`src/hdl/dlgl_pkg.sv`:
```
`default_nettype none

package dlgl_pkg;

  localparam int MAX_DIGITS   = 32;
  localparam int GW_BITS      = 6;
  localparam int NUM_GLYPHS   = 10;
  localparam int NUM_BITS     = 32;
  localparam int BCD_DIGITS   = 10;
  localparam int SRCX_BITS    = 10;
  localparam int CELL_BITS    = 15;
  localparam int COUNT_BITS   = 6;
  localparam int DIV_BITS     = 21;
  localparam int DIVISOR_BITS = 6;
  localparam int POS_BITS     = 17;
  localparam int WIDTHS_BITS  = 60;

  localparam logic [WIDTHS_BITS-1:0] WIDTHS_RESET = 60'd146402730743726600;

  typedef enum logic [2:0] {
    S_IDLE,
    S_CONV,
    S_CHECK,
    S_DIVC,
    S_PREP,
    S_DIVW,
    S_EMIT
  } state_t;

endpackage

`default_nettype wire

```
`src/hdl/dlgl_div.sv`:
```
`default_nettype none

module dlgl_div (
  input  wire logic                                  clk,
  input  wire logic                                  load,
  input  wire logic                                  step,
  input  wire logic [dlgl_pkg::DIV_BITS-1:0]         dividend,
  input  wire logic [dlgl_pkg::DIVISOR_BITS-1:0]     divisor,
  output logic      [dlgl_pkg::DIV_BITS-1:0]         quot
);

  logic [dlgl_pkg::DIVISOR_BITS-1:0] rem;
  logic [dlgl_pkg::DIVISOR_BITS:0]   trial;
  logic                              fits;

  // One quotient bit per cycle while step is high, restoring division.
  always_comb begin
    trial = {rem, quot[dlgl_pkg::DIV_BITS-1]};
    fits  = (trial >= {1'b0, divisor});
  end

  always_ff @(posedge clk) begin
    if (load) begin
      quot <= dividend;
      rem  <= '0;
    end else if (step) begin
      quot <= {quot[dlgl_pkg::DIV_BITS-2:0], fits};
      if (fits) begin
        rem <= dlgl_pkg::DIVISOR_BITS'(trial - {1'b0, divisor});
      end else begin
        rem <= trial[dlgl_pkg::DIVISOR_BITS-1:0];
      end
    end
  end

endmodule

`default_nettype wire

```
`src/hdl/decimal_number_glyph_layout_unit.sv`:
```
// Channel  | Handshake                       | Payload
// ---------+---------------------------------+------------------------------------
// input    | s_axis_tvalid / s_axis_tready   | s_axis_tdata: number and rectangle
// output   | m_axis_tvalid / m_axis_tready   | m_axis_tdata: one blit, m_axis_tlast
// config   | cfg_valid / cfg_ready           | cfg_data: packed glyph widths
//
// One number at a time: bit-serial binary to BCD conversion, a check state, the
// cell-width divider, a setup state, the ten glyph-scaling dividers, then one blit per
// digit; an invalid rectangle, a zero digit count or a zero cell width ends it with no blits.
// Reset is synchronous and restores the default glyph widths of 8.
// The output register lets a new number be taken while the last blit still waits;
// a stalled output holds the digit sequencer.
`default_nettype none

module decimal_number_glyph_layout_unit (
  input  wire logic         clk,
  input  wire logic         rst,
  input  wire logic         s_axis_tvalid,
  output logic              s_axis_tready,
  // number, min_digits, rect_x, rect_y, rect_w, rect_h, color, zero pad
  input  wire logic [135:0] s_axis_tdata,
  output logic              m_axis_tvalid,
  input  wire logic         m_axis_tready,
  // src_x, src_w, dst_x, dst_y, dst_w, dst_h, blit_color, zero pad
  output logic      [111:0] m_axis_tdata,
  output logic              m_axis_tlast,
  input  wire logic         cfg_valid,
  output logic              cfg_ready,
  // glyph widths of digits 0 to 9, digit 0 lowest
  input  wire logic [59:0]  cfg_data
);

  dlgl_pkg::state_t state, state_next;

  logic [dlgl_pkg::WIDTHS_BITS-1:0]  widths;
  logic [dlgl_pkg::NUM_BITS-1:0]     nsr;
  logic [4*dlgl_pkg::BCD_DIGITS-1:0] bcd;
  logic [4*dlgl_pkg::BCD_DIGITS-1:0] bcd_adj;
  logic [dlgl_pkg::COUNT_BITS-1:0]   mind;
  logic [15:0]                       rx, ry, rw, rh;
  logic [31:0]                       col;
  logic [dlgl_pkg::SRCX_BITS-1:0]    offs [dlgl_pkg::NUM_GLYPHS];
  logic [dlgl_pkg::SRCX_BITS-1:0]    acc;
  logic [dlgl_pkg::GW_BITS-1:0]      adv;
  logic [4:0]                        cnt;
  logic [dlgl_pkg::COUNT_BITS-1:0]   count, count_next, remain;
  logic [dlgl_pkg::COUNT_BITS-1:0]   sig, mind_sat;
  logic [dlgl_pkg::CELL_BITS-1:0]    cell_w, cell_q;
  logic [dlgl_pkg::POS_BITS-1:0]     left;
  logic                              rect_ok, emit_load;

  logic [dlgl_pkg::GW_BITS-1:0]      gw [dlgl_pkg::NUM_GLYPHS];
  logic [3:0]                        gw_addr, digit;
  logic [dlgl_pkg::GW_BITS-1:0]      gw_sel;
  logic [dlgl_pkg::DIV_BITS-1:0]     cell_quot;
  logic [dlgl_pkg::DIV_BITS-1:0]     lane_prod [dlgl_pkg::NUM_GLYPHS];
  logic [dlgl_pkg::DIV_BITS-1:0]     lane_quot [dlgl_pkg::NUM_GLYPHS];
  logic [dlgl_pkg::CELL_BITS-1:0]    dw_sel, spare;
  logic [dlgl_pkg::DIV_BITS-1:0]     left_off;

  logic [dlgl_pkg::SRCX_BITS-1:0]    o_src_x;
  logic [dlgl_pkg::GW_BITS-1:0]      o_src_w;
  logic [dlgl_pkg::POS_BITS-1:0]     o_dst_x;
  logic [15:0]                       o_dst_y;
  logic [dlgl_pkg::CELL_BITS-1:0]    o_dst_w, o_dst_h;
  logic [31:0]                       o_color;
  logic                              o_last, o_valid;

  assign s_axis_tready = (state == dlgl_pkg::S_IDLE);
  assign cfg_ready     = 1'b1;
  assign m_axis_tvalid = o_valid;
  assign m_axis_tlast  = o_last;
  assign m_axis_tdata  = {1'b0, o_color, o_dst_h, o_dst_w, o_dst_y, o_dst_x, o_src_w, o_src_x};

  assign digit     = bcd[3:0];
  assign gw_addr   = (state == dlgl_pkg::S_CONV) ? cnt[3:0] : digit;
  assign gw_sel    = gw[gw_addr];
  assign cell_q    = cell_quot[dlgl_pkg::CELL_BITS-1:0];
  assign emit_load = (state == dlgl_pkg::S_EMIT) && (!o_valid || m_axis_tready);

  always_comb begin
    for (int i = 0; i < dlgl_pkg::NUM_GLYPHS; i++) begin
      gw[i]        = widths[i*dlgl_pkg::GW_BITS +: dlgl_pkg::GW_BITS];
      lane_prod[i] = dlgl_pkg::DIV_BITS'(gw[i]) * dlgl_pkg::DIV_BITS'(cell_q);
    end
  end

  always_comb begin
    for (int i = 0; i < dlgl_pkg::BCD_DIGITS; i++) begin
      if (bcd[4*i +: 4] >= 4'd5) begin
        bcd_adj[4*i +: 4] = bcd[4*i +: 4] + 4'd3;
      end else begin
        bcd_adj[4*i +: 4] = bcd[4*i +: 4];
      end
    end
  end

  always_comb begin
    sig = '0;
    for (int i = 0; i < dlgl_pkg::BCD_DIGITS; i++) begin
      if (bcd[4*i +: 4] != 4'd0) begin
        sig = dlgl_pkg::COUNT_BITS'(i + 1);
      end
    end
    mind_sat   = (mind > dlgl_pkg::COUNT_BITS'(dlgl_pkg::MAX_DIGITS)) ?
                 dlgl_pkg::COUNT_BITS'(dlgl_pkg::MAX_DIGITS) : mind;
    count_next = (sig < mind_sat) ? mind_sat : sig;
    rect_ok    = !rw[15] && (rw != 16'd0) && !rh[15] && (rh != 16'd0);
  end

  assign dw_sel   = (adv == '0) ? '0 : lane_quot[digit][dlgl_pkg::CELL_BITS-1:0];
  assign spare    = dlgl_pkg::CELL_BITS'(cell_w - dw_sel);
  assign left_off = dlgl_pkg::DIV_BITS'(count - 1'b1) * dlgl_pkg::DIV_BITS'(cell_w);

  dlgl_div u_cell_div (
    .clk      (clk),
    .load     (state == dlgl_pkg::S_CHECK),
    .step     (state == dlgl_pkg::S_DIVC),
    .dividend (dlgl_pkg::DIV_BITS'(rw[dlgl_pkg::CELL_BITS-1:0])),
    .divisor  (count),
    .quot     (cell_quot)
  );

  for (genvar g = 0; g < dlgl_pkg::NUM_GLYPHS; g++) begin : g_lane
    dlgl_div u_lane_div (
      .clk      (clk),
      .load     (state == dlgl_pkg::S_PREP),
      .step     (state == dlgl_pkg::S_DIVW),
      .dividend (lane_prod[g]),
      .divisor  (adv),
      .quot     (lane_quot[g])
    );
  end

  always_ff @(posedge clk) begin
    if (rst) begin
      state <= dlgl_pkg::S_IDLE;
    end else begin
      state <= state_next;
    end
  end

  always_comb begin
    state_next = state;
    unique case (state)
      dlgl_pkg::S_IDLE: begin
        if (s_axis_tvalid) begin
          state_next = dlgl_pkg::S_CONV;
        end
      end
      dlgl_pkg::S_CONV: begin
        if (cnt == 5'(dlgl_pkg::NUM_BITS - 1)) begin
          state_next = dlgl_pkg::S_CHECK;
        end
      end
      dlgl_pkg::S_CHECK: begin
        if (rect_ok && (count_next != '0)) begin
          state_next = dlgl_pkg::S_DIVC;
        end else begin
          state_next = dlgl_pkg::S_IDLE;
        end
      end
      dlgl_pkg::S_DIVC: begin
        if (cnt == 5'(dlgl_pkg::DIV_BITS - 1)) begin
          state_next = dlgl_pkg::S_PREP;
        end
      end
      dlgl_pkg::S_PREP: begin
        if (cell_q == '0) begin
          state_next = dlgl_pkg::S_IDLE;
        end else begin
          state_next = dlgl_pkg::S_DIVW;
        end
      end
      dlgl_pkg::S_DIVW: begin
        if (cnt == 5'(dlgl_pkg::DIV_BITS - 1)) begin
          state_next = dlgl_pkg::S_EMIT;
        end
      end
      dlgl_pkg::S_EMIT: begin
        if (emit_load && (remain == dlgl_pkg::COUNT_BITS'(1))) begin
          state_next = dlgl_pkg::S_IDLE;
        end
      end
      default: state_next = dlgl_pkg::S_IDLE;
    endcase
  end

  always_ff @(posedge clk) begin
    if (rst) begin
      widths  <= dlgl_pkg::WIDTHS_RESET;
      o_valid <= 1'b0;
    end else begin
      if (cfg_valid) begin
        widths <= cfg_data;
      end
      if (emit_load) begin
        o_valid <= 1'b1;
      end else if (m_axis_tready) begin
        o_valid <= 1'b0;
      end
    end
  end

  always_ff @(posedge clk) begin
    case (state)
      dlgl_pkg::S_IDLE: begin
        nsr  <= s_axis_tdata[31:0];
        mind <= s_axis_tdata[37:32];
        rx   <= s_axis_tdata[53:38];
        ry   <= s_axis_tdata[69:54];
        rw   <= s_axis_tdata[85:70];
        rh   <= s_axis_tdata[101:86];
        col  <= s_axis_tdata[133:102];
        bcd  <= '0;
        cnt  <= '0;
        acc  <= '0;
        adv  <= '0;
      end
      dlgl_pkg::S_CONV: begin
        // Shift-and-add-3 conversion, one binary bit per cycle, MSB first.
        bcd <= {bcd_adj[4*dlgl_pkg::BCD_DIGITS-2:0], nsr[dlgl_pkg::NUM_BITS-1]};
        nsr <= {nsr[dlgl_pkg::NUM_BITS-2:0], 1'b0};
        cnt <= cnt + 1'b1;
        // Glyph strip offsets and the widest glyph, one glyph per cycle.
        if (cnt < 5'(dlgl_pkg::NUM_GLYPHS)) begin
          offs[cnt[3:0]] <= acc;
          acc            <= acc + dlgl_pkg::SRCX_BITS'(gw_sel);
          if (gw_sel > adv) begin
            adv <= gw_sel;
          end
        end
      end
      dlgl_pkg::S_CHECK: begin
        count <= count_next;
        cnt   <= '0;
      end
      dlgl_pkg::S_DIVC: begin
        cnt <= cnt + 1'b1;
      end
      dlgl_pkg::S_PREP: begin
        cell_w <= cell_q;
        remain <= count;
        cnt    <= '0;
      end
      dlgl_pkg::S_DIVW: begin
        cnt <= cnt + 1'b1;
        if (cnt == 5'd0) begin
          left <= {rx[15], rx} + dlgl_pkg::POS_BITS'(left_off);
        end
      end
      dlgl_pkg::S_EMIT: begin
        if (emit_load) begin
          o_src_x <= offs[digit];
          o_src_w <= gw_sel;
          o_dst_x <= left + dlgl_pkg::POS_BITS'(spare[dlgl_pkg::CELL_BITS-1:1]);
          o_dst_y <= ry;
          o_dst_w <= dw_sel;
          o_dst_h <= rh[dlgl_pkg::CELL_BITS-1:0];
          o_color <= col;
          o_last  <= (remain == dlgl_pkg::COUNT_BITS'(1));
          left    <= left - dlgl_pkg::POS_BITS'(cell_w);
          bcd     <= {4'd0, bcd[4*dlgl_pkg::BCD_DIGITS-1:4]};
          remain  <= remain - 1'b1;
        end
      end
      default: begin
        cnt <= '0;
      end
    endcase
  end

endmodule

`default_nettype wire
```
`config.mk`:
```
export PLATFORM = sky130hd
export DESIGN_NAME = decimal_number_glyph_layout_unit
export DESIGN_NICKNAME = d
export VERILOG_FILES = /design/src/hdl/dlgl_pkg.sv /design/src/hdl/dlgl_div.sv /design/src/hdl/decimal_number_glyph_layout_unit.sv
export SDC_FILE = /design/constraint.sdc
export NUM_CORES = 2
export LEC_CHECK = 0
export BUFFER_PORTS_ARGS = -buffer_cell sky130_fd_sc_hd__buf_2
export CORE_MARGIN = 1.5
export CORE_UTILIZATION = 55
export CTS_CLUSTER_DIAMETER = 150
export DETAILED_ROUTE_END_ITERATION = 12
export HOLD_SLACK_MARGIN = 0.05
export PLACE_DENSITY_LB_ADDON = 0.3
export SLEW_MARGIN = 20
export SYNTH_ARGS = -nofsm -noshare
export SYNTH_HDL_FRONTEND = slang
export SYNTH_SLANG_ARGS = --single-unit
```
`constraint.sdc`:
```
create_clock -name clk -period 20.7 [get_ports clk]
set_clock_uncertainty 0.15 [all_clocks]
set_input_delay 0 -clock clk [delete_from_list [all_inputs] [get_ports clk]]
set_output_delay 0 -clock clk [all_outputs]
set_load 0.05 [all_outputs]
```
==> flow_summary_export.csv <==
group,metric,value,unit
die,die_height,350,µm
sta,relSlewSlack,19.5,%
logic_synthesis,seq_area_frac_synth,34.8,%
setup_path,ff2ff_path_depth,21,
setup_path,endpoint,"left[15]$_DFFE_PP_",
drt,wirelength,180000,µm
clock_network,htreeDepth,3,
clock_network,cts_buffer_depth,3,
setup_path,critical_path.max_stage_delay,0.73,ns
finish,drive_gt1_share,8.60,%
die,initial_core_util,55.7,%
global_routing,grt_max_degree,90,
logic_synthesis,yosysWarnings,0,
sta,maxSlewViolCount,0,
logic_synthesis,syn_nets,7953,
setup_path,cp.required,21.00,ns
run_status,outcome,"finished, final reports clean",
sta,setup_tns,0,ns
drt,detail-route-antenna-nets,0,
clock_network,cts_buffers,91,
clock_network,ctsRootBufferMaster,"clkbuf_16",
clock_network,tritoncts,"built",
clock_network,clk_pin_slew,0.06,ns
logic_synthesis,synth_top_area_share,30.7,%
sta,finalCritPeriodShare,34.1,%
logic_synthesis,syn_area,66100,µm²
logic_synthesis,synthArstFlopShare,0,%
drt,routedWlPerCell,20.2,µm
worst_hold_path,worst_hold_path_type,"in -> reg",
setup_path,path_class,"reg -> reg",
setup_path,cp_max_fo,18,
placement,gp_congestion,0.921,
global_routing,grt_pass1_wl,286000,µm
die,fp.dieW,350,µm
logic_synthesis,ys_top_cells_by_count,"nand2_1 (1,361), inv_1 (734), edfxtp_1 (676)",
logic_synthesis,synth-edff-count,676,
setup_path,cp.arrival,7.35,ns
global_routing,grt_pass1_vias,53232,
setup_path,reg2reg_to,"left[15]$_DFFE_PP_",
setup_path,r2r-start,"count[0]$_DFFE_PP_",
power_and_ir_drop,power_density,125,nW/µm²
global_routing,gr-total-overflow,0,
global_routing,antenna_found_initial,9,
sta,worst_slack,13.65,ns
sta,setup_viol,0,
drt,first_iter_violations,4423,
logic_synthesis,synth_area_leaders,"edfxtp_1 (31%), fa_1 (19%), ha_1 (9.1%)",
drt,viasPerCell,5.76,
setup_path,startpoint,"count[0]$_DFFE_PP_",
power_and_ir_drop,peakVddDrop,0.000189,V
drt,vias,51523,
global_routing,track_usage,29.9,%
drt,route.detailed.drc,0,
clock_network,clock_latency,0.74,ns
finish,fin_area,76600,µm²
setup_path,slowest_stage,"edfxtp_1",
power_and_ir_drop,p_leak,34.0,nW
placement,place_ws,13.93,ns
setup_path,end_kind,"flop",
die,die_area,122000,µm²
logic_synthesis,syn_inst,6656,
finish,syn2layout_area_growth,16.0,%
sta,fin_crit,7.05,ns
clock_network,cts_sinks,812,
finish,num-nets-final,8557,
logic_synthesis,synth_top_cell_by_area,"edfxtp_1",
logic_synthesis,synthFlopType,"edfxtp_1",
setup_path,r2r_slack,13.65,ns
die,ios,317,
logic_synthesis,synth.most_common_cell,"nand2_1",
setup_path,cp-start-kind,"flop",
sta,fmax,142,MHz
sta,worst_pin_slew,1.20,ns
logic_synthesis,synth_area_per_cell,9.93,µm²
drt,drt_first_pass_iters,6,
placement,placed_area,68900,µm²
clock_network,postCtsSetupBuffers,0,
die,core_area,119000,µm²
placement,dp_hpwl,121000,µm
placement,portBuffers,312,
setup_path,path_cells,"inv_1, ha_1, nand3_1, or2_2, fa_1, fa_1, inv_1, fa_1, inv_1, fa_1, inv_1, ha_1, o21ai_0, a21oi_1, o21ai_0, a21oi_1, a41o_1, o41ai_1, xor2_1, nand2_1, o31a_1",
die,row_count,126,
sta,rsz0062_at_grt,"no",
logic_synthesis,yosys_register_bits,812,
job,drv_cap,0,
sta,hold_viol,0,
logic_synthesis,yosysUniqueCellTypes,86,
## sequential cells by signal, summed over array words and instances (netlist names), 17 cells and up
register                flops
g_lane.u_lane_div.rem      60
offs                      100
o_color                    32
nsr                        32
widths                     60
g_lane.u_lane_div.quot    210
left                       17
col                        32
o_dst_x                    17
u_cell_div.quot            21
bcd                        40
## placed cells by master (no fill, tap or decap), drive strengths merged, types with 13 or more instances in the layout
cell type,n
inv,743
nor3b,18
mux4,60
a31oi,17
o21bai,52
and3,30
xnor2,160
buf,378
a211oi,36
o21ai,372
nor2b,47
a21o,97
mux2i,108
a21oi,309
clkbuf,120
dlygate4sd3,465
or3,13
nand2b,55
nand3,49
edfxtp,676
a211o,20
and2,208
mux2,16
nand4,20
nand2,1361
xor2,111
clkinv,29
o22ai,29
fa,618
nor2,316
ha,478
nor3,46
dfxtp,136
## metal layers
layer	wire, µm	global-route usage (%)
met1	70200	38.1
met2	87200	50.5
met3	15600	5.22
met4	7570	12.5
met5	0	0
## worst max-delay path, delay by kind of cell, from the launching register on
kind	cells	cell delay (ns)
AOI/OAI and AO/OA	7	1.60
buffers and inverters	4	0.39
DFF	1	0.73
xor gates and xnor gates	1	0.21
and+or+nand+nor	3	1.04
adders and majority gates	6	2.65
## worst min path at each step
stage / startpoint / to / slack [ns] / cells past startpoint
after detailed placement: s_axis_tdata[42] / rx[4]$_DFFE_PP_ / 0.03 / 1
after CTS: cfg_valid / widths[3]$_SDFFE_PP1P_ / 0.16 / 4
after global routing: col[14]$_DFFE_PP_ / o_color[14]$_DFFE_PP_ / 0.27 / 0
after global placement: s_axis_tdata[106] / col[4]$_DFFE_PP_ / 0.03 / 1
final: cfg_valid / widths[9]$_SDFFE_PP1P_ / 0.24 / 4
after floorplan: s_axis_tdata[102] / col[0]$_DFFE_PP_ / -0.05 / 0
## cells by family (layout without fill, tap and decap cells)
logic type	count (synthesis)	count (layout)	synth area share [%]
compound gates	1024	1024	9.30
xor+xnor	271	271	3.59
fa+ha+maj	1096	1096	27.8
buf+inv	1071	1748	6.15
flops	812	812	34.8
mux	184	184	3.95
other cells	2	7	0.0114
simple gates	2196	2196	14.4
## stage by stage
stage,cells,util [%],hold WS (ns),power [mW]
floorplan,6656,-,-0.0511,6.47
global placement,8302,58.1,0.0268,7.50
detailed placement,8302,58.1,0.0281,7.71
CTS,8933,64.6,0.160,9.47
global route,8938,64.6,0.275,10.3
finish,8938,64.6,0.244,9.61
## final cells by class
cell class	instances	area (µm²)
fillers	9072	42000
multi-input cells	4773	39000
flip-flops and latches	812	23000
repair buffers	843	6720
inverters	739	2790
clock buffers	120	2510
well taps	1600	2000
clock inverters	46	512
diodes	5	12.5
## where the power goes
part	switching, mW	internal, mW	total (mW)
registers	0.227	2.26	2.49
clock network	0.736	0.939	1.68
logic	3.25	2.20	5.45
## repair_timing
| action | 4_1_cts | 5_1_grt |
|---|---|---|
| hold endpoints to repair | 198 | 0 |
| resized for setup | 0 | 0 |
| hold buffers | 465 | 0 |
Power figures use the tool's default switching activity.
